`config.mk`:
```
export PLATFORM = sky130hd
export DESIGN_NAME = glw_ctrl
export DESIGN_NICKNAME = d
export VERILOG_FILES = /design/src/rtl/glw_pkg.sv /design/src/rtl/glw_ctrl.sv
export SDC_FILE = /design/constraint.sdc
export NUM_CORES = 1
export LEC_CHECK = 0
export BUFFER_PORTS_ARGS = -buffer_cell sky130_fd_sc_hd__buf_2
export CAP_MARGIN = 10
export CORE_AREA = 3 3 40 42
export DETAILED_ROUTE_END_ITERATION = 7
export DIE_AREA = 0 0 43 45
export SYNTH_ARGS = -nofsm -noshare
export SYNTH_HDL_FRONTEND = slang
export SYNTH_SLANG_ARGS = --single-unit
```
`constraint.sdc`:
```
create_clock -name clk -period 3.6 [get_ports clk]
set_clock_uncertainty 0.1 [all_clocks]
set_input_delay 0.9 -clock clk [delete_from_list [all_inputs] [get_ports clk]]
set_output_delay 0.9 -clock clk [all_outputs]
set_load 0.01 [all_outputs]
```
`src/rtl/glw_pkg.sv`:
```
`default_nettype none

package glw_pkg;

	localparam int MAX_ENTRIES = 4096;
	localparam int LAT_W       = 28;
	localparam int IDX_W       = $clog2(MAX_ENTRIES);
	localparam int LEN_W       = IDX_W + 1;
	localparam int HALF_W      = 12;
	localparam int TOL_W       = 20;
	localparam int ROW_W       = 13;
	localparam int MODE_W      = 2;
	localparam int CFG_IDX_W   = 2;
	localparam int CFG_DATA_W  = 20;

	localparam logic [MODE_W-1:0] MODE_LOAD   = 2'd0;
	localparam logic [MODE_W-1:0] MODE_LOCATE = 2'd1;
	localparam logic [MODE_W-1:0] MODE_EMIT   = 2'd2;

	localparam logic [CFG_IDX_W-1:0] CFG_HALF_COUNT = 2'd0;
	localparam logic [CFG_IDX_W-1:0] CFG_TOLERANCE  = 2'd1;
	localparam logic [CFG_IDX_W-1:0] CFG_ROW_COUNT  = 2'd2;

	typedef enum logic [2:0] {
		ST_IDLE,
		ST_PROBE,
		ST_CMP,
		ST_LOC_RES,
		ST_EMIT,
		ST_NOCUR
	} glw_state_t;

	typedef struct packed {
		logic load_wr;
		logic search_init;
		logic probe_rd;
		logic probe_step;
		logic cursor_rd;
		logic res_locate;
		logic res_emit;
		logic res_invalid;
	} glw_cmd_t;

	typedef struct packed {
		logic len_zero;
		logic cursor_valid;
		logic hit;
		logic search_end;
		logic out_free;
	} glw_stat_t;

endpackage

`default_nettype wire

```
`src/rtl/glw_ctrl.sv`:
```
`default_nettype none

module glw_ctrl (
	input  wire logic                         clk,
	input  wire logic                         arst_n,
	input  wire logic                         in_valid,
	output logic                              in_stall,
	input  wire logic [glw_pkg::MODE_W-1:0]   mode,
	input  wire glw_pkg::glw_stat_t           stat,
	output glw_pkg::glw_cmd_t                 cmd
);
	import glw_pkg::*;

	glw_state_t state_q;
	glw_state_t state_nxt;
	logic       accept;

	assign in_stall = (state_q != ST_IDLE);
	assign accept   = in_valid && (state_q == ST_IDLE);

	always_ff @(posedge clk or negedge arst_n) begin
		if (!arst_n) begin
			state_q <= ST_IDLE;
		end else begin
			state_q <= state_nxt;
		end
	end

	always_comb begin
		state_nxt = state_q;
		case (state_q)
			ST_IDLE: begin
				if (accept) begin
					case (mode)
						MODE_LOCATE: state_nxt = stat.len_zero ? ST_LOC_RES : ST_PROBE;
						MODE_EMIT:   state_nxt = stat.cursor_valid ? ST_EMIT : ST_NOCUR;
						default:     state_nxt = ST_IDLE;
					endcase
				end
			end
			ST_PROBE: state_nxt = ST_CMP;
			ST_CMP: begin
				if (stat.hit || stat.search_end) begin
					state_nxt = ST_LOC_RES;
				end else begin
					state_nxt = ST_PROBE;
				end
			end
			ST_LOC_RES, ST_EMIT, ST_NOCUR: begin
				if (stat.out_free) begin
					state_nxt = ST_IDLE;
				end
			end
			default: state_nxt = ST_IDLE;
		endcase
	end

	always_comb begin
		cmd = '0;
		case (state_q)
			ST_IDLE: begin
				if (accept) begin
					case (mode)
						MODE_LOAD:   cmd.load_wr     = 1'b1;
						MODE_LOCATE: cmd.search_init = 1'b1;
						MODE_EMIT:   cmd.cursor_rd   = stat.cursor_valid;
						default:     cmd = '0;
					endcase
				end
			end
			ST_PROBE:   cmd.probe_rd    = 1'b1;
			ST_CMP:     cmd.probe_step  = 1'b1;
			ST_LOC_RES: cmd.res_locate  = stat.out_free;
			ST_EMIT:    cmd.res_emit    = stat.out_free;
			ST_NOCUR:   cmd.res_invalid = stat.out_free;
			default:    cmd = '0;
		endcase
	end

endmodule

`default_nettype wire

```
; ---- After elaboration in Yosys (flattened, before gate mapping)
; Index checks and enable logic that the tools add are counted.
[totals]
wordCells = 35
in_bits = 10
output_inout_bits = 9
register_bits = 3
[classes]
n_eq_ne = 9
n_reduce_logical = 7
mux = 18
[op_table]
columns = cell, n
row1 = $pmux W3 S4, 1
row2 = $pmux W1 S2, 5
row3 = $mux W8, 1
row4 = $eq A3 B2 Y1 const B, 2
row5 = $eq A3 B3 Y1 const B, 2
row6 = $mux W2, 3
row7 = $mux W3, 2
row8 = $pmux W3 S2, 1
row9 = $mux W1, 5
row10 = $ne A2 B2 Y1 const B, 2
row11 = $eq A3 B1 Y1 const B, 1
row12 = $logic_not A3 Y1, 1
row13 = $reduce_bool A3 Y1, 1
row14 = $reduce_or A3 Y1, 1
row15 = $eq A2 B1 Y1 const B, 1
row16 = $eq A2 B2 Y1 const B, 1
row17 = $logic_not A2 Y1, 1
row18 = $reduce_and A2 Y1, 1
row19 = $logic_and A1 B1 Y1, 1
row20 = $logic_or A1 B1 Y1, 1

; ---- Depth between registers and ports, before layout
[depth]
word_depth = 4
mapped_depth = 5

; ---- Worst setup path after synthesis
; No wires, ideal clock.
[synth_timing]
path_kind = input-to-output
start = input mode[0] (netlist name)
end = output cmd[3] (netlist name)
required_time_ps = 2600
setup_slack_ps = 1256
arrival_ps = 1344
n_path_buf = 0
stages = 3
cell_sequence = inv_1 > ha_1 > and4_1
[synth_lines]
columns = item, line
row1 = from (decl), glw_ctrl.sv:8  ; input wire logic [glw_pkg::MODE_W-1:0] mode,
row2 = to (decl), glw_ctrl.sv:10  ; output glw_pkg::glw_cmd_t cmd

==> impl_metrics.yaml <==
timing:
  worst_pin_slew_ns: 0.3173
  setup_viol_count_final: 0
  hold_viol: 0
  timing.final.ws_setup_ns: 1.042
  maxSlewViolCount: 0
  fin_tns_setup_ns: 0
  min_period_ns: 2.558
  fmaxAchievable_mhz: 390.9
  period_share: 0.7107
  rsz0062_at_grt: "no"
  relSlewSlack: 0.7885
die:
  fp.dieArea_mm2: 0.001935
  die_h_um: 45
  num_rows: 13
  die_w_um: 43
  start_util: 0.2415
  core_area_mm2: 0.001285
  ios: 19
synth:
  synth_top_cell_by_area: "dfrtp_1"
  synthDistinctLibCells: 24
  synth_seq_cells: 3
  synthTopCellsByCount: "ha_1 (4), dfrtp_1 (3)"
  yosys_most_used_dff: "dfrtp_1"
  syn-cell-area_um2: 310.3
  ys_warn_count: 0
  synthesis.nets: 48
  synth_top_area_share: 0.2419
  seq_area_frac_synth: 0.2419
  async_flop_share: 1.000
  netlist_top_cells_area: "dfrtp_1 (24%), ha_1 (16%), nor3_4 (5.2%)"
  postSynthAreaPerCell_um2: 9.126
  yosysMostFrequentCell: "ha_1"
  synth_edf_count: 0
  syn_inst: 34
pwr:
  cellPowerDensity_mw_per_mm2: 567.2
  power_frac_clock: 0.239
  ir_drop_uv: 155.6
  p_comb_frac: 0.453
  p_switching_mw: 0.1082
  seqPwrFrac: 0.309
  switching_share: 0.4283
  p_int_mw: 0.1444
  leakagePower_nw: 0.2297
worst_setup_path:
  worstPathArrival_ns: 1.56
  slowest_delay_ns: 0.18
  ff2ff_setup_slack_ns: 2.46
  required_ns: 2.60
  path_max_fanout: 3
  start_kind: "input pin"
  crit_path_cell_trace: "buf_2 > inv_1 > ha_1 > and4_1 > buf_2"
  worstReg2RegEnd: "state_q[2]$_DFFE_PN0P_"
  crit_slowest_cell: "and4_1"
  critPathCaptureType: "primary output"
  path_class: "input pin to primary output"
  startpoint: "mode[0]"
  path_common_cell: "buf_2"
  r2r_start: "state_q[0]$_DFFE_PN0P_"
  reg2reg_depth: 3
  cp-endpoint: "cmd[3]"
routing:
  dr.pass1.iters: 2
  dr_total_vias: 325
  wl_per_cell_um: 10.27
  viasPerCell: 4.577
  ant_nets: 0
  drt-initial-drc-count: 2
  drc: 0
  drt-total-wl_um: 729
cts:
  clk_latency_ns: 0.23
  cts_tree: "done"
  hold_buffers: 0
  post_cts_buffers: 0
  cts_max_level: 1
  root_buffer: "clkbuf_4"
  cts_sinks: 3
  clkTransAtPathRegs_ns: 0.04
  numCtsBuffers: 3
  cts.repair.resized: 0
  cts_buffer_depth: 2
finish:
  largest_reg_flops: 3
  largest_register: "state_q"
  reg_top3: "state_q: 3 flops"
  area_delta_synth_final_pct: 43.55
  drive_gt1_frac: 0.5000
  diodes: 0
  fin_util: 0.3466
  final_nets: 71
place:
  place.detailed.hpwl_um: 603.3
  io_buffers: 18
  pre_cts_ws_ns: 1.029
  place_congestion: 0.6671
global_routing:
  gr-usage-all-layers: 0.08939
  antenna_found_initial: 0
  grt_pass1_vias: 303
  grt_overflow: 0
  grt_pass1_wl_um: 1193
  grt_max_degree: 9
run_status:
  status: "completed"
min_path:
  min_path_type: "input pin to async pin"
job:
  maxCapViolCount: 0
## kinds of logic (layout without fill, tap and decap cells)
logic type / count (synthesis) / count (layout) / share of synthesized area
AOI/OAI and AO/OA: 7 / 7 / 0.1734
adders and majority gates: 4 / 4 / 0.1613
buffers and inverters: 4 / 26 / 0.04841
DFF: 3 / 3 / 0.2419
and+or+nand+nor: 16 / 16 / 0.3751
## power by group through the flow
stage	sequential, mW	clock (mW)	combinational (mW)
2_1_floorplan	0.0728	0	0.0787
3_5_place_dp	0.0776	0	0.117
3_3_place_gp	0.0778	0	0.117
5_1_grt	0.0801	0.0690	0.131
4_1_cts	0.0776	0.0634	0.117
6_report	0.0781	0.0603	0.114
## layer usage
metal,part of all wire,track usage,up-vias
met2,0.44,0.1317,16
met3,0.091,0.01195,2
met5,0,0,-
li1,-,-,170
met1,0.45,0.1022,137
met4,0.021,0.1084,0
## cells in the final DEF (no fill, tap or decap), types with 2 or more instances in the layout
master and count:
and3_1 2, buf_2 18, clkbuf_4 3, dfrtp_1 3, ha_1 4, inv_1 2
inv_2 2, nor2_1 2, o21ai_1 2
## worst min-delay path by stage
stage                             end    from  cells after the start  slack [ns]
2_1_floorplan  state_q[0]$_DFFE_PN0P_  arst_n                      0        0.50
5_1_grt        state_q[1]$_DFFE_PN0P_  arst_n                      1        0.34
4_1_cts        state_q[0]$_DFFE_PN0P_  arst_n                      1        0.34
6_report       state_q[1]$_DFFE_PN0P_  arst_n                      1        0.35
3_5_place_dp   state_q[1]$_DFFE_PN0P_  arst_n                      1        0.60
3_3_place_gp   state_q[1]$_DFFE_PN0P_  arst_n                      1        0.60
## area by class of cell
type,instances,area (um^2)
fillers,135,839.6
multi-input cells,27,220.2
repair buffers,18,90.09
flip-flops and latches,3,75.07
clock buffers,4,26.28
well taps,15,18.77
inverters,4,15.01
## worst max-delay path, delay by kind of cell
family        cells  cell delay (ns)
buf+inv           3             0.32
fa+ha+maj         1             0.16
simple gates      1             0.18
## per-stage QoR
step / std cells / power (mW) / hold slack [ns] / cell area, um^2
6_report: 71 / 0.2526 / 0.3519 / 445.4
3_5_place_dp: 67 / 0.1947 / 0.5981 / 419.2
3_3_place_gp: 67 / 0.1947 / 0.5984 / 419.2
4_1_cts: 71 / 0.2581 / 0.3446 / 445.4
2_1_floorplan: 34 / 0.1515 / 0.5044 / 310.3
5_1_grt: 71 / 0.2797 / 0.3369 / 445.4
No activity file was read; power rests on OpenSTA's default activity.
